--- src/hdl/tccb_ram.sv ---
`timescale 1ns / 1ps
// ----------------------------------------------------------------------------
// tccb_ram
// Generic simple dual-port RAM: one write port, one read port with a
// registered read.
// ----------------------------------------------------------------------------
module tccb_ram #(
  parameter int WIDTH = 8,
  parameter int DEPTH = 16
) (
  input  logic                     clk,
  input  logic                     wr_en,
  input  logic [$clog2(DEPTH)-1:0] wr_addr,
  input  logic [WIDTH-1:0]         wr_data,
  input  logic                     rd_en,
  input  logic [$clog2(DEPTH)-1:0] rd_addr,
  output logic [WIDTH-1:0]         rd_data
);

  logic [WIDTH-1:0] mem [DEPTH];

  always_ff @(posedge clk) begin
    if (wr_en) begin
      mem[wr_addr] <= wr_data;
    end
    if (rd_en) begin
      rd_data <= mem[rd_addr];
    end
  end

endmodule

--- config.mk ---
export PLATFORM = sky130hd
export DESIGN_NAME = tccb_ram
export DESIGN_NICKNAME = d
export VERILOG_FILES = /design/src/hdl/tccb_ram.sv
export SDC_FILE = /design/constraint.sdc
export NUM_CORES = 1
export LEC_CHECK = 0
export BUFFER_PORTS_ARGS = -buffer_cell sky130_fd_sc_hd__buf_2
export CORE_MARGIN = 2
export CORE_UTILIZATION = 25
export DETAILED_ROUTE_END_ITERATION = 6
export SLEW_MARGIN = 15
export SYNTH_ARGS = -nofsm -noshare
export SYNTH_HDL_FRONTEND = slang
export SYNTH_SLANG_ARGS = --single-unit
--- constraint.sdc ---
create_clock -name clk -period 1.85 [get_ports clk]
set_clock_uncertainty 0.1 [all_clocks]
set_input_delay 0.2775 -clock clk [delete_from_list [all_inputs] [get_ports clk]]
set_output_delay 0.2775 -clock clk [all_outputs]
set_load 0.03 [all_outputs]
# Word level (Yosys, flattened, before mapping)
# Memories as Yosys holds them, arrays and structs flattened. A register that Yosys moved wholly into a read port is not among the register bits.
# Index checks and enable logic that the tools add are counted.
[totals] ramBits=128 rom_bits=0 out_inout_bits=8 ff_bits=0 memories=1 word_cells=3 latchBits=0
[classes] add_sub_neg=0 n_lt_le_gt_ge=0 n_eq_ne=0 bitwise_logic=0 shift=0 mux=2 n_mul=0 div_mod_pow=0 n_reduce_logical=0
[mem_list] memory="mem" depth=16 word_bits=8 read_ports=1 rd_ports_with_merged_regs=1 write_ports=1 line_no="20" rtl="logic [WIDTH-1:0] mem [DEPTH];"
[op_table] op="$mux 1" n=2

# Longest topological paths before layout
[logic_depth] ltp_word=2 ltp_mapped=5

# Worst setup path before layout
# No wires, ideal clock.
[synth_timing] kind="input -> register" start="in wr_addr[2]" end="mem mem[0][0], enable pin" stages=2 n_path_buf=0 setup_ps=383 arrival_time_ps=1387 slack_ps=-20 required_ps=1367 path_cell_list="or3b_2 nor3_1"
[synth_lines] element="start, declared" line_no="13" rtl="input logic [$clog2(DEPTH)-1:0] wr_addr,"
[synth_lines] element="end, declared" line_no="20"
# Straight into the memory's write port.

==> metrics.txt <==
# TYPE chip_impl_metric gauge
chip_impl_metric{name="grt_max_degree",unit=""} 22
chip_impl_metric{name="hold_path_depth",unit=""} 1
chip_impl_metric{name="grt_pass1_wl",unit="mm"} 15.7
chip_impl_metric{name="slack_of_the_worst_reg_to_reg_path",unit="ns"} 0.21
chip_impl_info{name="cts.root.buffer_cell",value="sky130_fd_sc_hd__clkbuf_16"} 1
chip_impl_info{name="synth_area_leader_cell",value="sky130_fd_sc_hd__edfxtp_1"} 1
chip_impl_metric{name="routabilityCongestion",unit=""} 0.724
chip_impl_metric{name="cts_inserted_buffers",unit=""} 17
chip_impl_metric{name="cts_hold_buf",unit=""} 0
chip_impl_metric{name="htree_levels",unit=""} 4
chip_impl_metric{name="via_count",unit=""} 2490
chip_impl_metric{name="intPower",unit="W"} 0.00585
chip_impl_metric{name="synthToLayoutAreaGrowth",unit="%"} 23.1
chip_impl_metric{name="drt_iter0_markers",unit=""} 340
chip_impl_metric{name="post_cts_resized",unit=""} 0
chip_impl_metric{name="drt-pass1-iter-count",unit=""} 7
chip_impl_metric{name="via_count_of_the_first_global_routing_pass",unit=""} 2603
chip_impl_metric{name="period_minus_slack",unit="ns"} 1.64
chip_impl_metric{name="final_cell_count_no_fill",unit=""} 570
chip_impl_metric{name="cts.path.max_buffers",unit=""} 2
chip_impl_info{name="reg2reg_to",value="rd_data[1]"} 1
chip_impl_info{name="worst_setup_path_start_kind",value="flip-flop"} 1
chip_impl_metric{name="worst-endpoint-required",unit="ns"} 1.89
chip_impl_info{name="run_status",value="completed"} 1
chip_impl_info{name="yosys-top-cells-area",value="sky130_fd_sc_hd__edfxtp_1 (78%), sky130_fd_sc_hd__mux4_2 (7.8%), sky130_fd_sc_hd__mux4_1 (7.0%), sky130_fd_sc_hd__a22oi_1 (2.3%), sky130_fd_sc_hd__nor2_1 (0.93%)"} 1
chip_impl_metric{name="drt-wirelength-per-cell",unit="um"} 18.2
chip_impl_metric{name="pwr-share-clk",unit=""} 0.473
chip_impl_metric{name="synth.lib_cells_used.distinct",unit=""} 18
chip_impl_metric{name="irDropWorstVdd",unit="mV"} 0.644
chip_impl_metric{name="comb_power_share",unit=""} 0.048
chip_impl_metric{name="slew_headroom",unit=""} 0.735
chip_impl_info{name="cts_tree",value="done"} 1
chip_impl_metric{name="placement.io_buffers",unit=""} 26
chip_impl_metric{name="remaining_drc_errors",unit=""} 0
chip_impl_metric{name="drt-total-wl",unit="mm"} 10.4
chip_impl_metric{name="yosysWarningCount",unit=""} 0
chip_impl_metric{name="r2r_cells",unit=""} 3
chip_impl_info{name="min_path_type",value="primary input to flip-flop"} 1
chip_impl_metric{name="ant_nets",unit=""} 0
chip_impl_metric{name="synthesis.nets",unit=""} 248
chip_impl_metric{name="diodes",unit=""} 0
chip_impl_metric{name="cts.sink_count",unit=""} 136
chip_impl_metric{name="postSynthRegisterBits",unit=""} 136
chip_impl_info{name="timing_worst_setup_path_type",value="flip-flop to flip-flop"} 1
chip_impl_metric{name="global_route_usage_sum",unit=""} 0.0996
chip_impl_metric{name="p_switching",unit="W"} 0.00145
chip_impl_metric{name="proportion_of_total_power_due_to_net_switching",unit=""} 0.198
chip_impl_metric{name="post-dp-hpwl",unit="mm"} 6.81
chip_impl_metric{name="floorplan.core_area",unit="um^2"} 20400
chip_impl_metric{name="netlist_instances",unit=""} 229
chip_impl_info{name="grt_setup_unrepaired",value="false"} 1
chip_impl_metric{name="number_of_buffers_inserted_by_post_cts_setup_repair",unit=""} 0
chip_impl_metric{name="design.die.area",unit="um^2"} 22100
chip_impl_metric{name="setup_violations_final",unit=""} 0
chip_impl_metric{name="row_count",unit=""} 52
chip_impl_metric{name="die_w",unit="um"} 149
chip_impl_metric{name="fillCellCount",unit=""} 1918
chip_impl_metric{name="synth_sequential_area_ratio",unit=""} 0.781
chip_impl_metric{name="mappedNetlistArea",unit="um^2"} 5230
chip_impl_metric{name="crit_path_max_fanout",unit=""} 1
chip_impl_metric{name="yosys.area.top_type_share",unit=""} 0.781
chip_impl_metric{name="grt.overflow.total",unit=""} 0
chip_impl_info{name="cp-end-kind",value="flip-flop"} 1
chip_impl_metric{name="drive_gt1_frac",unit=""} 0.327
chip_impl_metric{name="insertion_delay",unit="ns"} 0.41
chip_impl_metric{name="avg_vias_per_cell",unit=""} 4.37
chip_impl_metric{name="max_cap_violations",unit=""} 0
chip_impl_metric{name="timing.fmax",unit="MHz"} 610
chip_impl_metric{name="finalHoldViolations",unit=""} 0
chip_impl_metric{name="p_leak",unit="nW"} 2.13
chip_impl_info{name="worstHoldStart",value="rd_en"} 1
chip_impl_metric{name="finalPower",unit="W"} 0.00730
chip_impl_metric{name="io_pins",unit=""} 27
chip_impl_metric{name="placed_cell_count",unit=""} 538
chip_impl_metric{name="finalNetCount",unit=""} 306
chip_impl_metric{name="antenna_found_initial",unit=""} 1
chip_impl_metric{name="postSynthAreaPerCell",unit="um^2"} 22.8
chip_impl_metric{name="timing.final.crit_share",unit=""} 0.886
chip_impl_metric{name="die_h",unit="um"} 149
chip_impl_metric{name="power.sequential.fraction",unit=""} 0.478
chip_impl_metric{name="floorplan.initialDensity",unit=""} 0.257
chip_impl_info{name="hold_end",value="rd_data[2]"} 1
chip_impl_metric{name="worst-endpoint-arrival",unit="ns"} 1.68
chip_impl_metric{name="final_max_slew_viol_count",unit=""} 0
chip_impl_metric{name="clkSlewWorstSetupHoldPaths",unit="ns"} 0.06
chip_impl_info{name="critical_path.reg2reg.startpoint",value="mem[1][1]"} 1
chip_impl_metric{name="worst_max_slew_pin_slew",unit="ns"} 0.398
chip_impl_metric{name="power_density",unit="nW/um^2"} 1130
[worst max-delay path, cell delays in order, from the launching register on]
cell and delay, ns:
sky130_fd_sc_hd__edfxtp_1 0.35, sky130_fd_sc_hd__mux4_1 0.50, sky130_fd_sc_hd__a22oi_1 0.28, sky130_fd_sc_hd__nand2_1 0.14
[cells in the mapped netlist (all sizes together)]
| library cell | instances |
|---|---|
| nor2b | 1 |
| clkdlybuf4s25 | 3 |
| nor2 | 13 |
| and2 | 1 |
| mux4 | 32 |
| nand3b | 2 |
| a22oi | 16 |
| nor3 | 4 |
| nand3 | 1 |
| nand2 | 9 |
| buf | 7 |
| or3b | 1 |
| and2b | 1 |
| edfxtp | 136 |
| nand2b | 2 |
[layer usage]
metal / global-route usage / vias up / part of all wire
li1: - / 1096 / -
met1: 0.137 / 1315 / 0.46
met2: 0.146 / 68 / 0.48
met3: 0.0307 / 9 / 0.054
met4: 0.0429 / 2 / 0.0081
met5: 0 / - / 0.0015
[registers in the layout, summed over array words and instances, names as in the netlist]
name,cells
mem,128
rd_data,8
[how the worst max path moves through the flow]
stage / startpoint / endpoint / slack, ns / depth (start not counted)
after floorplan: rd_addr[0] / rd_data[1] / 0.19 / 5
after global placement: rd_addr[0] / rd_data[1] / -0.15 / 5
after detailed placement: rd_addr[0] / rd_data[1] / -0.17 / 5
after CTS: mem[0][1] / rd_data[1] / 0.19 / 3
after global routing: mem[0][1] / rd_data[1] / 0.1 / 3
final: mem[1][1] / rd_data[1] / 0.21 / 3
[per-stage QoR]
| step | hold WS [ns] | util | worst slack [ns] | TNS (ns) | area [um^2] |
|---|---|---|---|---|---|
| after floorplan | 0.276 | - | 0.190 | 0 | 5230 |
| after global placement | 0.556 | 0.286 | -0.154 | -0.455 | 5820 |
| after detailed placement | 0.556 | 0.286 | -0.166 | -0.506 | 5820 |
| after CTS | 0.125 | 0.316 | 0.187 | 0 | 6430 |
| after global routing | 0.129 | 0.316 | 0.0996 | 0 | 6430 |
| final | 0.136 | 0.316 | 0.211 | 0 | 6430 |
[power groups by stage]
stage	Combinational [W]	Clock [W]	Sequential [W]
after global placement	0.000350	0	0.00355
after CTS	0.000359	0.00351	0.00349
final	0.000352	0.00346	0.00349
after global routing	0.000386	0.00365	0.00350
after detailed placement	0.000358	0	0.00356
after floorplan	0.000175	0	0.00358
[kinds of logic after synthesis]
group | synth area share
buffers and inverters | 0.0165
AND/OR/NAND/NOR | 0.0314
AO/OA/AOI/OAI | 0.0230
flip-flops | 0.781
multiplexers | 0.148
[layout by cell type (no fill, tap or decap), drive strengths merged]
master / instances
buf: 49
mux4: 32
edfxtp: 136
and2b: 1
a22oi: 16
nand2b: 2
nor2: 13
and2: 1
bufinv: 4
nand2: 9
clkinv: 6
or3b: 1
nor2b: 1
clkinvlp: 4
nand3b: 2
clkbuf: 18
nor3: 4
nand3: 1
[layout make-up]
type / count / area (um^2) / share of cell area
well taps: 270 / 338 / 0.0525
clock inverters: 14 / 181 / 0.0282
flip-flops and latches: 136 / 4080 / 0.635
multi-input cells: 83 / 1060 / 0.165
clock buffers: 18 / 429 / 0.0667
repair buffers: 49 / 340 / 0.0529
Power figures use the tool's default switching activity.
