**config.mk**
```make
export PLATFORM = sky130hd
export DESIGN_NAME = tccb_ctrl
export DESIGN_NICKNAME = d
export VERILOG_FILES = /design/src/hdl/tccb_pkg.sv /design/src/hdl/tccb_ctrl.sv
export SDC_FILE = /design/constraint.sdc
export NUM_CORES = 1
export LEC_CHECK = 0
export BUFFER_PORTS_ARGS = -buffer_cell sky130_fd_sc_hd__buf_4
export CAP_MARGIN = 25
export CORE_ASPECT_RATIO = 1.4
export CORE_MARGIN = 3
export CORE_UTILIZATION = 31
export CTS_BUF_LIST = sky130_fd_sc_hd__clkbuf_4 sky130_fd_sc_hd__clkbuf_8 sky130_fd_sc_hd__clkbuf_16
export DETAILED_ROUTE_END_ITERATION = 16
export PLACE_DENSITY = 0.55
export SYNTH_ARGS = -nofsm -noshare
export SYNTH_HDL_FRONTEND = slang
export SYNTH_SLANG_ARGS = --single-unit
```
**constraint.sdc**
```tcl
create_clock -name clk -period 7.2 [get_ports clk]
set_input_delay 0.36 -clock clk [delete_from_list [all_inputs] [get_ports clk]]
set_output_delay 0.36 -clock clk [all_outputs]
set_load 0.03 [all_outputs]
```
**src/hdl/tccb_pkg.sv**
```systemverilog
`timescale 1ns / 1ps
// ----------------------------------------------------------------------------
// tccb_pkg
// Shared sizes, command and character codes, cell and request types for the
// text console cell buffer.
// ----------------------------------------------------------------------------
package tccb_pkg;

  localparam int VISIBLE_ROWS    = 30;
  localparam int VISIBLE_COLUMNS = 80;
  localparam int TOTAL_ROWS      = 32;
  localparam int TOTAL_COLUMNS   = 80;

  // visible window never exceeds the stored grid
  localparam int VROWS = (VISIBLE_ROWS < TOTAL_ROWS) ? VISIBLE_ROWS : TOTAL_ROWS;
  localparam int VCOLS = (VISIBLE_COLUMNS < TOTAL_COLUMNS) ? VISIBLE_COLUMNS : TOTAL_COLUMNS;

  localparam int CELLS  = TOTAL_ROWS * TOTAL_COLUMNS;
  localparam int ADDR_W = $clog2(CELLS);
  localparam int ROW_W  = 5;
  localparam int COL_W  = 7;
  localparam int CELL_W = 17;
  localparam int TAB_STEP = 4;

  localparam logic [ROW_W-1:0] VROWS_M1 = ROW_W'(VROWS - 1);
  localparam logic [COL_W-1:0] VCOLS_M1 = COL_W'(VCOLS - 1);
  localparam logic [ROW_W-1:0] TROWS_M1 = ROW_W'(TOTAL_ROWS - 1);
  localparam logic [COL_W-1:0] TCOLS_M1 = COL_W'(TOTAL_COLUMNS - 1);
  localparam logic [ADDR_W-1:0] LAST_ADDR = ADDR_W'(CELLS - 1);

  localparam logic [2:0] CMD_PRINT       = 3'd0;
  localparam logic [2:0] CMD_SET_CURSOR  = 3'd1;
  localparam logic [2:0] CMD_BLINK       = 3'd2;
  localparam logic [2:0] CMD_CLEAR       = 3'd3;
  localparam logic [2:0] CMD_SCROLL_UP   = 3'd4;
  localparam logic [2:0] CMD_SCROLL_DOWN = 3'd5;
  localparam logic [2:0] CMD_READ        = 3'd6;

  localparam logic [7:0] CHR_BS        = 8'h08;
  localparam logic [7:0] CHR_TAB       = 8'h09;
  localparam logic [7:0] CHR_LF        = 8'h0A;
  localparam logic [7:0] CHR_CR        = 8'h0D;
  localparam logic [7:0] CHR_CTRL_MAX  = 8'h1F;
  localparam logic [7:0] CHR_SPACE     = 8'h20;
  localparam logic [7:0] CHR_PRINT_MAX = 8'h7F;

  typedef logic [ADDR_W-1:0] addr_t;

  typedef struct packed {
    logic [7:0] ch;
    logic [3:0] fg;
    logic [3:0] bg;
    logic       inv;
  } cell_t;

  localparam cell_t BLANK_CELL = '{ch: CHR_SPACE, fg: 4'd0, bg: 4'd0, inv: 1'b0};

  typedef struct packed {
    logic  rd_en;
    addr_t rd_addr;
    logic  wr_en;
    addr_t wr_addr;
    cell_t wr_data;
  } mem_req_t;

  typedef struct packed {
    logic [ROW_W-1:0] cursor_row;
    logic [COL_W-1:0] cursor_col;
    cell_t            rd_cell;
  } result_t;

  function automatic addr_t cell_addr(logic [ROW_W-1:0] r, logic [COL_W-1:0] c);
    return addr_t'(r) * addr_t'(TOTAL_COLUMNS) + addr_t'(c);
  endfunction

endpackage

```
**src/hdl/tccb_ctrl.sv**
```systemverilog
`timescale 1ns / 1ps
// ----------------------------------------------------------------------------
// tccb_ctrl
// Command sequencer: cursor and blink state, single-cell read-modify-write,
// clear and scroll sweeps over the cell memory, clearing pass after reset.
// ----------------------------------------------------------------------------
module tccb_ctrl import tccb_pkg::*; (
  input  logic             clk,
  input  logic             rst,
  input  logic             cursor_enable,
  input  logic             in_valid,
  output logic             in_ready,
  input  logic [2:0]       command,
  input  logic [7:0]       char_code,
  input  logic [3:0]       fg_index,
  input  logic [3:0]       bg_index,
  input  logic [ROW_W-1:0] row,
  input  logic [COL_W-1:0] column,
  output mem_req_t         mem_req,
  input  cell_t            rd_data,
  output logic             res_valid,
  input  logic             res_ready,
  output result_t          res
);

  localparam logic [2:0] S_INIT     = 3'd0;
  localparam logic [2:0] S_IDLE     = 3'd1;
  localparam logic [2:0] S_DISPATCH = 3'd2;
  localparam logic [2:0] S_RMW      = 3'd3;
  localparam logic [2:0] S_READ     = 3'd4;
  localparam logic [2:0] S_SWEEP    = 3'd5;
  localparam logic [2:0] S_TAIL     = 3'd6;
  localparam logic [2:0] S_DONE     = 3'd7;

  logic [2:0]       state;
  logic [2:0]       cmd;
  logic [7:0]       chr;
  logic [3:0]       fg;
  logic [3:0]       bg;
  logic [ROW_W-1:0] row_q;
  logic [COL_W-1:0] col_q;
  logic [ROW_W-1:0] cur_row;
  logic [COL_W-1:0] cur_col;
  logic             phase;
  addr_t            init_addr;
  logic [ROW_W-1:0] sw_row;
  logic [COL_W-1:0] sw_col;
  logic             sw_copy;
  logic             sw_up;
  logic             pend_valid;
  addr_t            pend_addr;
  logic             pend_blank;
  cell_t            cell_q;

  addr_t            cur_addr;
  addr_t            sw_addr;
  addr_t            src_addr;
  addr_t            rd_cell_addr;
  logic [ROW_W-1:0] src_row;
  logic [ROW_W-1:0] end_row;
  logic             sw_blank;
  logic             sw_last;
  logic             printable;
  logic [COL_W:0]   col_inc;
  logic [ROW_W:0]   row_inc;
  logic [COL_W:0]   col_tab;
  logic [ROW_W-1:0] rd_row_sat;
  logic [COL_W-1:0] rd_col_sat;
  cell_t            pend_data;
  cell_t            rmw_data;

  assign printable = (chr > CHR_CTRL_MAX) && (chr <= CHR_PRINT_MAX);
  assign cur_addr  = cell_addr(cur_row, cur_col);
  assign col_inc   = {1'b0, cur_col} + (COL_W + 1)'(1);
  assign row_inc   = {1'b0, cur_row} + (ROW_W + 1)'(1);
  assign col_tab   = {1'b0, cur_col} + (COL_W + 1)'(TAB_STEP);

  assign rd_row_sat   = ({1'b0, row_q} < (ROW_W + 1)'(TOTAL_ROWS)) ? row_q : TROWS_M1;
  assign rd_col_sat   = ({1'b0, col_q} < (COL_W + 1)'(TOTAL_COLUMNS)) ? col_q : TCOLS_M1;
  assign rd_cell_addr = cell_addr(rd_row_sat, rd_col_sat);

  // sweep walks destination cells; the far row takes a blanked copy of itself
  assign end_row  = sw_up ? VROWS_M1 : '0;
  assign sw_blank = (sw_row == end_row);
  assign sw_last  = sw_blank && (sw_col == VCOLS_M1);
  assign src_row  = sw_blank ? sw_row
                  : (sw_up ? sw_row + ROW_W'(1) : sw_row - ROW_W'(1));
  assign sw_addr  = cell_addr(sw_row, sw_col);
  assign src_addr = cell_addr(src_row, sw_col);

  always_comb begin
    pend_data = rd_data;
    if (pend_blank) begin
      pend_data.ch = CHR_SPACE;
    end
    rmw_data     = rd_data;
    rmw_data.inv = (cmd == CMD_BLINK) ? phase : 1'b0;
  end

  always_comb begin
    mem_req = '0;
    case (state)
      S_INIT: begin
        mem_req.wr_en   = 1'b1;
        mem_req.wr_addr = init_addr;
        mem_req.wr_data = BLANK_CELL;
      end
      S_DISPATCH: begin
        case (cmd)
          CMD_PRINT: begin
            if (printable) begin
              mem_req.wr_en   = 1'b1;
              mem_req.wr_addr = cur_addr;
              mem_req.wr_data = '{ch: chr, fg: fg, bg: bg, inv: 1'b0};
            end else begin
              mem_req.rd_en   = 1'b1;
              mem_req.rd_addr = cur_addr;
            end
          end
          CMD_BLINK: begin
            mem_req.rd_en   = cursor_enable;
            mem_req.rd_addr = cur_addr;
          end
          CMD_READ: begin
            mem_req.rd_en   = 1'b1;
            mem_req.rd_addr = rd_cell_addr;
          end
          default: begin
          end
        endcase
      end
      S_RMW: begin
        mem_req.wr_en   = 1'b1;
        mem_req.wr_addr = cur_addr;
        mem_req.wr_data = rmw_data;
      end
      S_SWEEP: begin
        if (sw_copy) begin
          mem_req.rd_en   = 1'b1;
          mem_req.rd_addr = src_addr;
          mem_req.wr_en   = pend_valid;
          mem_req.wr_addr = pend_addr;
          mem_req.wr_data = pend_data;
        end else begin
          mem_req.wr_en   = 1'b1;
          mem_req.wr_addr = sw_addr;
          mem_req.wr_data = '{ch: CHR_SPACE, fg: fg, bg: bg, inv: 1'b0};
        end
      end
      S_TAIL: begin
        mem_req.wr_en   = 1'b1;
        mem_req.wr_addr = pend_addr;
        mem_req.wr_data = pend_data;
      end
      default: begin
      end
    endcase
  end

  assign in_ready        = (state == S_IDLE);
  assign res_valid       = (state == S_DONE);
  assign res.cursor_row  = cur_row;
  assign res.cursor_col  = cur_col;
  assign res.rd_cell     = cell_q;

  always_ff @(posedge clk) begin
    if (rst) begin
      state      <= S_INIT;
      init_addr  <= '0;
      cur_row    <= '0;
      cur_col    <= '0;
      phase      <= 1'b0;
      pend_valid <= 1'b0;
    end else begin
      case (state)
        S_INIT: begin
          init_addr <= init_addr + ADDR_W'(1);
          if (init_addr == LAST_ADDR) begin
            state <= S_IDLE;
          end
        end
        S_IDLE: begin
          if (in_valid) begin
            cmd    <= command;
            chr    <= char_code;
            fg     <= fg_index;
            bg     <= bg_index;
            row_q  <= row;
            col_q  <= column;
            cell_q <= '0;
            state  <= S_DISPATCH;
          end
        end
        S_DISPATCH: begin
          sw_col     <= '0;
          pend_valid <= 1'b0;
          state      <= S_DONE;
          case (cmd)
            CMD_PRINT: begin
              if (printable) begin
                // advance, wrap at the right edge, scroll below the last row
                if (col_inc >= (COL_W + 1)'(VCOLS)) begin
                  cur_col <= '0;
                  if (row_inc >= (ROW_W + 1)'(VROWS)) begin
                    cur_row <= VROWS_M1;
                    sw_row  <= '0;
                    sw_up   <= 1'b1;
                    sw_copy <= 1'b1;
                    state   <= S_SWEEP;
                  end else begin
                    cur_row <= row_inc[ROW_W-1:0];
                  end
                end else begin
                  cur_col <= col_inc[COL_W-1:0];
                end
              end else begin
                state <= S_RMW;
              end
            end
            CMD_SET_CURSOR: begin
              cur_row <= ({1'b0, row_q} < (ROW_W + 1)'(VROWS)) ? row_q : VROWS_M1;
              cur_col <= ({1'b0, col_q} < (COL_W + 1)'(VCOLS)) ? col_q : VCOLS_M1;
            end
            CMD_BLINK: begin
              if (cursor_enable) begin
                phase <= ~phase;
                state <= S_RMW;
              end
            end
            CMD_CLEAR: begin
              cur_row <= '0;
              cur_col <= '0;
              phase   <= 1'b0;
              sw_row  <= '0;
              sw_up   <= 1'b1;
              sw_copy <= 1'b0;
              state   <= S_SWEEP;
            end
            CMD_SCROLL_UP: begin
              sw_row  <= '0;
              sw_up   <= 1'b1;
              sw_copy <= 1'b1;
              state   <= S_SWEEP;
            end
            CMD_SCROLL_DOWN: begin
              sw_row  <= VROWS_M1;
              sw_up   <= 1'b0;
              sw_copy <= 1'b1;
              state   <= S_SWEEP;
            end
            CMD_READ: begin
              state <= S_READ;
            end
            default: begin
            end
          endcase
        end
        S_RMW: begin
          state <= S_DONE;
          if (cmd == CMD_PRINT) begin
            case (chr)
              CHR_CR: begin
                cur_col <= '0;
              end
              CHR_LF: begin
                if (row_inc < (ROW_W + 1)'(VROWS)) begin
                  cur_row <= row_inc[ROW_W-1:0];
                end else begin
                  sw_row  <= '0;
                  sw_up   <= 1'b1;
                  sw_copy <= 1'b1;
                  state   <= S_SWEEP;
                end
              end
              CHR_TAB: begin
                cur_col <= (col_tab <= (COL_W + 1)'(VCOLS - 1)) ? col_tab[COL_W-1:0]
                                                                 : VCOLS_M1;
              end
              CHR_BS: begin
                if (cur_col != '0) begin
                  cur_col <= cur_col - COL_W'(1);
                end
              end
              default: begin
              end
            endcase
          end
        end
        S_READ: begin
          cell_q <= rd_data;
          state  <= S_DONE;
        end
        S_SWEEP: begin
          pend_valid <= sw_copy;
          pend_addr  <= sw_addr;
          pend_blank <= sw_blank;
          if (sw_col == VCOLS_M1) begin
            sw_col <= '0;
            sw_row <= sw_up ? sw_row + ROW_W'(1) : sw_row - ROW_W'(1);
          end else begin
            sw_col <= sw_col + COL_W'(1);
          end
          if (sw_last) begin
            state <= sw_copy ? S_TAIL : S_DONE;
          end
        end
        S_TAIL: begin
          pend_valid <= 1'b0;
          state      <= S_DONE;
        end
        S_DONE: begin
          if (res_ready) begin
            state <= S_IDLE;
          end
        end
        default: begin
          state <= S_IDLE;
        end
      endcase
    end
  end

endmodule

```
Word-level counts from Yosys, hierarchy flattened
Index checks and enable logic that the tools add are counted.
W data, S select, Z words.
{"block": "op_classes", "mul": 4, "reduce_logical": 27, "addsub": 12, "n_eq_ne": 38, "magnitude_cmp": 8, "bitwise": 2, "muxes": 71}
{"operator": "$pmux W30 S5", "n": 1}
{"operator": "$mux W30", "n": 3}
{"operator": "$mux W5", "n": 17}
{"operator": "$mux W7", "n": 7}
{"operator": "$add A12 B7 Y12", "n": 4}
{"operator": "$pmux W5 S3", "n": 3}
{"operator": "$pmux W7 S3", "n": 2}
{"operator": "$pmux W13 S3", "n": 1}
{"operator": "$pmux W17 S2", "n": 1}
{"operator": "$eq A8 B4 Y1 const B", "n": 4}
{"operator": "$mul A5 B3 Y8 const B", "n": 4}
{"operator": "$pmux W7 S2", "n": 2}
{"operator": "$mux W13", "n": 2}
{"operator": "$pmux W13 S2", "n": 1}
{"operator": "$eq A3 B3 Y1 const B", "n": 7}
{"operator": "$pmux W3 S7", "n": 1}
{"operator": "$mux W3", "n": 6}
{"operator": "$reduce_and A9 Y1", "n": 2}
{"operator": "$mux W17", "n": 1}
{"operator": "$le A8 B7 Y1 const B", "n": 2}
{"operator": "$ne A2 B2 Y1 const B", "n": 8}
{"operator": "$add A12 B1 Y12 const B", "n": 1}
{"operator": "$eq A12 B12 Y1 const B", "n": 1}
{"operator": "$eq A3 B2 Y1 const B", "n": 4}
{"operator": "42 further kinds", "n": 77}
{"block": "word_totals", "elab_cells": 184, "regBits": 104, "input_bits": 53, "output_inout_bits": 74}

Logic depth before layout (Yosys ltp)
Gate-level depths: netlist of the first run.
{"block": "depth", "depth_word": 7, "ltp_mapped": 17, "depth_no_buf": 16}

Worst setup path before layout of the first run
Ideal clock, no wire load.
{"block": "synth_path", "path_kind": "register to register", "from": "register state[0]", "to": "register bg[0] (enable)", "arrival_time_ns": 4.224, "t_required_ns": 6.692, "setup_time_ns": 0.508, "n_path_buf": 2, "stages_incl_launch_ff": 5, "period_less_slack_ns": 4.732, "path_slack_ns": 2.468, "cell_sequence": "dfxtp_1 buf_2 buf_1 nand2_1 nor4b_1"}
{"block": "synth_via", "elab_chain_cells": 2}
{"item": "from (decl)", "line_no": "tccb_ctrl.sv:35", "rtl": "logic [2:0] state;"}
{"item": "from (signal assigned)", "line_no": "tccb_ctrl.sv:304", "rtl": "state <= sw_copy ? S_TAIL : S_DONE;"}
{"item": "$eq A3 B1 Y1", "line_no": "tccb_ctrl.sv:175", "rtl": "case (state)"}
{"item": "$reduce_and A3 Y1 (no line)"}
{"item": "to (signal assigned)", "line_no": "tccb_ctrl.sv:187", "rtl": "bg <= bg_index;"}
{"item": "to (decl)", "line_no": "tccb_ctrl.sv:39", "rtl": "logic [3:0] bg;"}
Every way passes these cells.
A chain may end at the register's enable or synchronous reset.

==> results.txt, run 1 <==
* Top cell type's share of synthesized area: 29.70%
- At the pin with the least slew margin, the transition time is 0.9959 ns.
- Worst hold path class: in2reg
- Power Internal: 0.0009188 W
- Post-synth EDFFs: 75
- The number of antenna diodes in the final layout is 0.
- Overall routing resource usage: 17.67%
- Setup slack on the worst reg-to-reg path comes out at 3.97 ns.
- GPL Wtd Cong: 0.8232
* Leading cell types by count after synthesis: sky130_fd_sc_hd__nand2_1, sky130_fd_sc_hd__edfxtp_1, sky130_fd_sc_hd__nor2_1
- Switching Power: 0.0002532 W
- In the final routed layout, each cell accounts on average for 18.83 um.
- The routed design has 23,670 um of wire.
- Total count of max-transition violations in the final report: 0
- STA puts the critical path data required time at 6.84 ns.
- Vert. Die Dim: 191.1 um
* Clock period minus final worst setup slack: 5.124 ns
* Fraction of final layout cells sized beyond drive strength 1: 18.06%
- Setup repair after global routing left no endpoint under its margin.
- Kind of end point of the critical path: output pin
- The first global-routing pass estimated 37,000 um of wire.
- Sequential area share after synthesis: 37.35%
* Post-synthesis instance area: 0.007584 sq mm
- After Yosys synthesis, full adders, half adders and majority gates account for 10.30% of the synthesized area.
- In this design, the critical path's most frequently occurring cell is sky130_fd_sc_hd__inv_1.
* Portion of the clock cycle consumed by the worst path in the final layout: 71.16%
- The Yosys step of the flow raised 0 warnings.
- Once detail routing completed, the nets flagged for antenna violations numbered 0.
* Final sum of negative setup slack: 0 ns
- In this run switching power makes up 21.61% of total power.
* Maximum number of pins on one net before global-route repair: 34
- Of the total power, combinational logic draws 3.4%.
- Number of cells produced by synthesis: 839
* Synthesized area divided by synthesized cell count: 9.039 sq um
- After synthesis, the largest family of logic cells by area is simple AND/OR/NAND/NOR gates.
- Most frequent cell after synthesis: sky130_fd_sc_hd__nand2_1
* Latest clock arrival within the worst-skew pair: 0.36 ns
* Clock slew at the register clock pins of the worst setup and hold paths: 0.07 ns
- Cts hold-fix bufs: 0
- Final Worst Setup Slack: 2.076 ns
* Sink count of the clock tree: 104
- DR DRC count: 0
- Synthesized net count: 949
* Final Hold Viols: 0
- Data arrival time at the worst-slack endpoint: 4.76 ns
- Buffers inserted during post-CTS setup optimization: 0
- Once placement completed, the tool counted placed cells totaling 1,240.
- CP Cell Sequence: inv_1 -> fa_1 -> nand2b_1 -> a21oi_1 -> a2111oi_0 -> nor3_2 -> inv_1 -> ha_1 -> inv_1 -> fa_1 -> nor4b_1 -> nand3_1 -> a21oi_1 -> mux2i_1 -> o21ai_0 -> buf_4
* Synth Flop Type: sky130_fd_sc_hd__edfxtp_1
- Together, buffers and inverters on the worst path number 4.
- In this run the horizontal extent of the chip is 138.2 um.
- For this run, the number of standard cells in the final layout without fillers is 1,257.
* Final global-route overflow total: 0
- In this run the tightest slew margin relative to its limit is 33.16%.
* Drt first-iter violations: 514
- Critical path class: reg2out
* Simple-gate share of the synthesized area: 20.97%
* Mux share of post-synthesis cell area: 0.4125%
- After detailed routing, the number of vias per cell comes to 5.368.
* Number of gates given a new drive strength after cts: 0
- Via Count: 6,747
- Post-Synth XOR/XNOR Area: 6.072%
* Kind of cell with the highest combined delay on the critical path: adder cells
* Clock buffers created by TritonCTS: 9
- Post-Route Hold Slack: 0.1729 ns
* Via count of the first global-routing pass: 6,620
- Share of synthesized flip-flops with an asynchronous set or reset: 0%
- TritonCTS built the clock tree.
* Max stage delay cell, worst path: sky130_fd_sc_hd__nor4b_1
* F_max: 0.1952 GHz
* Area Overhead vs Synth: 20.05%
- Antenna violations before repair: 0
* Dpl ws: 2.532 ns
- Per report_power, the sequential group accounts for 54.5% of the total.
* Max Clock Skew: 0.01128 ns
* Worst-case clock buffer depth: 2
* Max IR drop VDD: 0.0001132 V
- Clock power share: 42.1%
- Number of distinct library cells after synthesis: 77
- Outcome: finished clean
- The worst setup path is launched from a register.
- Number of H-tree branching levels: 3
- 127 I/O pins were placed.
- Router iterations before antenna repair: 6
* Setup Viol. Count Final: 0
* Placeable core area: 0.02398 sq mm
- Once layout is complete, the utilization of the core stands at 37.97%.
- Effective utilization at floorplan: 31.63%
- Ranked by total cell area, the synthesized netlist is headed by sky130_fd_sc_hd__edfxtp_1, sky130_fd_sc_hd__ha_1, sky130_fd_sc_hd__dfxtp_1, sky130_fd_sc_hd__nand2_1, sky130_fd_sc_hd__a21oi_1.
- Number of buffer cells added on primary ports: 126
- Compound-gate portion of the synthesized area: 20.34%
- Final #Nets: 1,052
- Of all cell types, the one taking the most synthesized area is sky130_fd_sc_hd__edfxtp_1.
- Filler cell count in the final layout: 2,490
- Max-cap violations in this run came to 0.
* Final HPWL DP: 18,140 um
- The tree is rooted in a sky130_fd_sc_hd__clkbuf_16.
- The die covers 0.02640 sq mm.
* Cell leakage power: 3.640 nW
* Largest stage delay on the critical path: 0.60 ns
- In this run the power density over the cells is 128.7 mW/mm^2.
- Biggest fanout along the worst timing path: 9
* Number of storage elements in the synthesis netlist: 104
- The initialized floorplan defines 67 standard-cell rows.
[power by group through the flow]
stage / registers, W / logic (W) / clock network (W)
2_1_floorplan: 0.000652 / 0.0000107 / 0
3_3_place_gp: 0.000653 / 0.0000402 / 0
3_5_place_dp: 0.000653 / 0.0000402 / 0
4_1_cts: 0.000639 / 0.0000404 / 0.000512
5_1_grt: 0.000639 / 0.0000429 / 0.000531
6_report: 0.000639 / 0.0000396 / 0.000494
[state kept, by name, indices dropped and copies added, names as in the netlist, 3 cells and up]
name,count
bg,4
pend_addr,12
cur_row,5
sw_row,5
col_q,7
init_addr,12
fg,4
sw_col,7
res,17
state,3
cmd,3
cur_col,7
rd_row_sat,5
chr,8
[cells in the final DEF, fill, tap and decap left out, types with 3 or more instances in the layout]
cell,instances
sky130_fd_sc_hd__nand3_1,21
sky130_fd_sc_hd__and2_1,23
sky130_fd_sc_hd__or2_2,4
sky130_fd_sc_hd__a211oi_1,9
sky130_fd_sc_hd__a22oi_1,10
sky130_fd_sc_hd__o21ai_0,41
sky130_fd_sc_hd__a221oi_1,3
sky130_fd_sc_hd__inv_1,40
sky130_fd_sc_hd__clkbuf_4,4
sky130_fd_sc_hd__buf_4,133
sky130_fd_sc_hd__xnor2_1,27
sky130_fd_sc_hd__fa_1,9
sky130_fd_sc_hd__or3_1,10
sky130_fd_sc_hd__a22o_1,15
sky130_fd_sc_hd__clkbuf_16,9
sky130_fd_sc_hd__nand2b_1,12
sky130_fd_sc_hd__xor2_1,23
sky130_fd_sc_hd__nor3_2,3
sky130_fd_sc_hd__o22ai_1,11
sky130_fd_sc_hd__and3_1,13
sky130_fd_sc_hd__a31oi_1,6
sky130_fd_sc_hd__a21oi_1,57
sky130_fd_sc_hd__nor2_1,60
sky130_fd_sc_hd__nand3b_1,4
sky130_fd_sc_hd__edfxtp_1,75
sky130_fd_sc_hd__o211ai_1,6
sky130_fd_sc_hd__nor3b_1,7
sky130_fd_sc_hd__nor3_1,20
sky130_fd_sc_hd__ha_1,48
sky130_fd_sc_hd__dfxtp_1,29
sky130_fd_sc_hd__a21o_1,13
sky130_fd_sc_hd__nor4_1,5
sky130_fd_sc_hd__a21boi_0,6
sky130_fd_sc_hd__nor2b_1,17
sky130_fd_sc_hd__o31ai_1,6
sky130_fd_sc_hd__nand4_1,6
sky130_fd_sc_hd__o21a_1,5
sky130_fd_sc_hd__a222oi_1,12
sky130_fd_sc_hd__o21ai_1,3
sky130_fd_sc_hd__nand2_1,92
[metrics by stage]
stage          instance area (sq um)  power [W]
3_3_place_gp                    8786  0.0006927
4_1_cts                         9096   0.001191
6_report                        9104   0.001172
3_5_place_dp                    8808  0.0006928
5_1_grt                         9104   0.001213
2_1_floorplan                   7584  0.0006627
[per-layer routing]
layer,track usage (%),wire [um],vias up
li1,-,-,3286
met3,2.252,1005,35
met1,21.21,9903,3226
met2,31.77,11990,200
met5,0,0,-
met4,7.490,767,0
[layout make-up]
type	count	area (sq um)	share of cell area [%]
well taps	310	387.9	4.261
clock buffers	13	261.5	2.872
clock inverters	3	26.28	0.2886
inverters	40	150.1	1.649
repair buffers	136	1028	11.30
flip-flops and latches	104	2833	31.12
multi-input cells	651	4417	48.52
[worst reg2reg max path, stage by stage (launching register included)]
cell                      delay, ns
sky130_fd_sc_hd__dfxtp_1       0.73
sky130_fd_sc_hd__ha_1          0.52
sky130_fd_sc_hd__a21oi_1       0.13
sky130_fd_sc_hd__o32ai_1       0.37
sky130_fd_sc_hd__or2_2         0.21
sky130_fd_sc_hd__a21oi_1       0.06
sky130_fd_sc_hd__or2_1         0.29
sky130_fd_sc_hd__nor4_1        0.59
[logic make-up (layout without fill, tap and decap cells)]
kind of cell,after synthesis,after routing
AND/OR/NAND/NOR,312,312
AO/OA/AOI/OAI,228,228
flip-flops,104,104
buffers and inverters,84,192
adder cells (fa/ha/maj),57,57
XOR/XNOR,51,51
multiplexers,3,3
[worst paths after layout]
check,start,endpoint,depth (start not counted)
worst min-delay path,char_code[6],chr[6],1
worst max-delay path,sw_row[0],mem_req[41],16
worst min register to register,init_addr[5],init_addr[5],2
worst max register to register,cur_col[3],sw_up,7
(Power assumes the default switching activity.)
==> run 2: changes to the inputs <==
Settings changed: ABC_AREA set to 1.
Clock period 7.2 ns to 4.9 ns, I/O delays scaled along.
==> results.txt, run 2 <==
- Share of synthesized flip-flops with an asynchronous set or reset: 0% (unchanged)
* Cell count after placement: 1,318 (was 1,240)
- Static timing analysis puts the maximum clock frequency at 0.2420 GHz.
- The number of maximum-capacitance constraint violations came to 0 (unchanged).
- Vias per cell: 4.972 (was 5.368)
* Synthesized net count: 1,019 (was 949)
* Critical path class: reg2out (unchanged)
* Antenna-violating nets left: 0 (unchanged)
- Unrepaired setup endpoints after global routing: no (unchanged).
- The weighted congestion reported at the end of routability-driven placement is 0.8987 (was 0.8232).
* CTS tree: done (unchanged)
- Outcome: finished clean (unchanged).
* Data arrival time at the worst-slack endpoint: 3.89 ns (was 4.76 ns)
* Most frequent standard cell in the layout excluding fill and tap cells: sky130_fd_sc_hd__nand2_1 (was sky130_fd_sc_hd__buf_4)
* Endpoint required time on the critical path: 4.66 ns (was 6.84 ns)
- The post-CTS setup buffer count came to 0 (unchanged).
* Cts hold-fix bufs: 0 (unchanged)
- Headroom to the max-slew limit: 32.18% (was 33.16%)
- Worst Tran Pin Value: 1.013 ns (was 0.9959 ns)
- Worst hold path class: in2reg (unchanged)
* Sequential area share after synthesis: 38.76% (was 37.35%)
* Number of distinct library cells after synthesis: 54 (was 77)
- Of the available clock period, the critical path in the final layout requires 84.32%.
- The number of gates resized after CTS is 0 (unchanged).
* Number of H-tree branching levels: 3 (unchanged)
- The leading register cell type out of synthesis is sky130_fd_sc_hd__edfxtp_1 (unchanged).
- The critical path startpoint category is a register (unchanged).
- Non-filler cells, final: 1,335 (was 1,257)
* Reg-to-reg endpoint: state[2] (was sw_up)
- The DRC violation count after routing is 0 (unchanged).
* Final global-route overflow total: 0 (unchanged)
* Number of buffer cells added on primary ports: 126 (unchanged)
* Final sum of negative setup slack: 0 ns (unchanged)
* Top cell type's share of synthesized area: 30.82% (was 29.70%)
* Maximum number of pins on one net before global-route repair: 32 (was 34)
- Largest stage delay on the critical path: 0.45 ns (was 0.60 ns)
- The total number of placement rows came to 65 (was 67).
* Area Overhead vs Synth: 21.59% (was 20.05%)
- Overall routing resource usage: 17.99% (was 17.67%)
* Final Hold Viols: 0 (unchanged)
- The routed wirelength normalized by instance count was 17.16 um (was 18.83 um).
- Largest register FFs: 17 (unchanged)
* Hold worst-path end: col_q[3] (was chr[6])
- The critical hold path startpoint is column[3] (was char_code[6]).
* CP Cell Sequence: inv_1 -> ha_1 -> nand2_1 -> nor2_1 -> nand2_1 -> inv_1 -> o21ai_0 -> ha_1 -> ha_1 -> inv_1 -> fa_1 -> or2_2 -> nor2_1 -> xor2_1 -> o21ai_0 -> buf_4 (was inv_1 -> fa_1 -> nand2b_1 -> a21oi_1 -> a2111oi_0 -> nor3_2 -> inv_1 -> ha_1 -> inv_1 -> fa_1 -> nor4b_1 -> nand3_1 -> a21oi_1 -> mux2i_1 -> o21ai_0 -> buf_4)
* Max stage delay cell, worst path: sky130_fd_sc_hd__fa_1 (was sky130_fd_sc_hd__nor4b_1)
- Setup Viol. Count Final: 0 (unchanged)
* Setup slack of the worst register-to-register path: 2.03 ns (was 3.97 ns)
- The share of layout cells above drive strength 1 came to 19.25% (was 18.06%).
- Number of storage elements in the synthesis netlist: 104 (unchanged)
* Most frequent cell after synthesis: sky130_fd_sc_hd__nand2_1 (unchanged)
- The worst vdd rail ir drop was 0.0001438 V (was 0.0001132 V).
- Count of synthesis-stage warnings from yosys: 0 (unchanged)
- Clock slew at the register clock pins of the worst setup and hold paths: 0.09 ns (was 0.07 ns)
- The summed instance area of the synthesized netlist is 0.007308 sq mm (was 0.007584 sq mm).
- Sink count of the clock tree: 104 (unchanged)
* Area of the multi-input gates: 0.003835 sq mm (was 0.004417 sq mm)
* Startpoint of the worst register-to-register path: state[2] (was cur_col[3])
- Final #Nets: 1,139 (was 1,052)
- The endpoint kind of the worst setup timing path was an output pin (unchanged).
- The area used by sequential logic in the layout was 0.002833 sq mm (unchanged).
- Antenna fix cells: 0 (unchanged)
- Leading cell types by count after synthesis: sky130_fd_sc_hd__nand2_1, sky130_fd_sc_hd__inv_1, sky130_fd_sc_hd__nor2_1 (was sky130_fd_sc_hd__nand2_1, sky130_fd_sc_hd__edfxtp_1, sky130_fd_sc_hd__nor2_1).
- Filler cell count in the final layout: 2,340 (was 2,490)
* Most used cells in the layout excluding fill and tap cells: sky130_fd_sc_hd__nand2_1, sky130_fd_sc_hd__inv_1, sky130_fd_sc_hd__buf_4 (was sky130_fd_sc_hd__buf_4, sky130_fd_sc_hd__nand2_1, sky130_fd_sc_hd__edfxtp_1)
- The later-pin clock latency in the skew report was 0.37 ns (was 0.36 ns).
* Via count of the first global-routing pass: 6,592 (was 6,620)
* Post-synth EDFFs: 75 (unchanged)
- Total count of max-transition violations in the final report: 0 (unchanged)
* Biggest fanout along the worst timing path: 7 (was 9)
- First-pass GRT wire length: 35,540 um (was 37,000 um)
* Worst-case clock buffer depth: 2 (unchanged)
* Number of cells produced by synthesis: 909 (was 839)
* Placeable core area: 0.02285 sq mm (was 0.02398 sq mm)
* Effective utilization at floorplan: 31.98% (was 31.63%)
* Max Clock Skew: 0.01300 ns (was 0.01128 ns)
* Power density over the cells: 198.6 mW/mm^2 (was 128.7 mW/mm^2)
- The number of DRC markers in iteration 0 is 368 (was 514).
- Biggest area contributors in the synthesized netlist: sky130_fd_sc_hd__edfxtp_1, sky130_fd_sc_hd__ha_1, sky130_fd_sc_hd__nand2_1, sky130_fd_sc_hd__dfxtp_1, sky130_fd_sc_hd__inv_1 (was sky130_fd_sc_hd__edfxtp_1, sky130_fd_sc_hd__ha_1, sky130_fd_sc_hd__dfxtp_1, sky130_fd_sc_hd__nand2_1, sky130_fd_sc_hd__a21oi_1)
- The total I/O pin count came to 127 (unchanged).
* Via Count: 6,637 (was 6,747)
- The number of search-and-repair iterations in the first detailed-routing pass came to 5 (was 6).
- The number of buffers inserted during clock tree synthesis was 9 (unchanged).
- The number of antenna violations at the first check in global routing came to 0 (unchanged).
* Vert. Die Dim: 187.7 um (was 191.1 um)
* Root buffer cell: sky130_fd_sc_hd__clkbuf_16 (unchanged)
- Hold-critical path depth: 1 (unchanged)
- The mean instance size in the synthesized netlist was 8.040 sq um (was 9.039 sq um).
- Width of the chip: 135.8 um (was 138.2 um)
- Final HPWL DP: 18,360 um (was 18,140 um)
- Routed WL: 22,910 um (was 23,670 um)
- Worst Reg-to-Reg Cells: 11 (was 7)
* Die Footprint: 0.02548 sq mm (was 0.02640 sq mm)
- Cell leakage power: 3.840 nW (was 3.640 nW)
- Cell type with the largest total area after synthesis: sky130_fd_sc_hd__edfxtp_1 (unchanged)
- Clock period minus final worst setup slack: 4.132 ns
run 2: kinds of logic (layout without fill, tap and decap cells):
logic type	Yosys count	after routing	synth area share, %
buf+inv	165	290	8.937
simple gates	360	360	22.56
compound gates	191	191	15.22
xor+xnor	32	32	3.835
flops	104	104	38.76
fa+ha+maj	57	57	10.68
run 2: layout make-up:
class / instances / area share, %
Clock buffer: 9 / 2.534
Clock inverter: 7 / 0.8871
Inverter: 144 / 6.139
Multi-Input combinational cell: 640 / 43.16
Sequential cell: 104 / 31.88
Tap cell: 301 / 4.238
Timing Repair Buffer: 130 / 11.17
run 2: worst max-delay path, delay by kind of cell (launching register included):
kind | cells | cell delay [ns]
xor+xnor | 1 | 0.08
compound gates | 2 | 0.36
buf+inv | 4 | 0.56
fa+ha+maj | 4 | 1.35
simple gates | 5 | 0.75
flops | 1 | 0.43
run 2: power breakdown:
part / internal [W] / switching, W / leakage [nW]
Combinational: 0.0000343 / 0.0000279 / 2.77
Clock: 0.000402 / 0.000362 / 0.144
Sequential: 0.000936 / 0.00000241 / 0.921
Total: 0.00137 / 0.000393 / 3.84
run 2: through the flow:
step                      worst slack, ns  utilization (%)  hold WS (ns)  area [sq um]  power (W)
final                              0.7683            38.88       0.05067          8886   0.001765
after floorplan                     1.103                -        0.3439          7308  0.0009784
after CTS                          0.7469            38.80       0.04219          8866   0.001782
after detailed placement            1.131            37.47        0.4244          8562   0.001020
after global placement              1.268            37.42        0.4239          8551   0.001020
after global routing               0.4570            38.88       0.04297          8886   0.001818
run 2: worst max path at each step:
| stage | start | endpoint | cells past startpoint |
|---|---|---|---|
| 2_1_floorplan | sw_up | mem_req[40] | 15 |
| 4_1_cts | sw_up | mem_req[40] | 16 |
| 6_report | sw_up | mem_req[40] | 16 |
| 3_3_place_gp | sw_row[0] | mem_req[40] | 15 |
| 3_5_place_dp | sw_up | mem_req[40] | 16 |
| 5_1_grt | sw_up | mem_req[40] | 17 |
run 2: metal layers:
metal	GRT usage, %	vias to the layer above	wire [um]
met5	0	-	0
met2	34.30	146	12550
li1	-	3316	-
met4	5.974	0	565
met1	20.21	3144	8975
met3	2.389	31	825
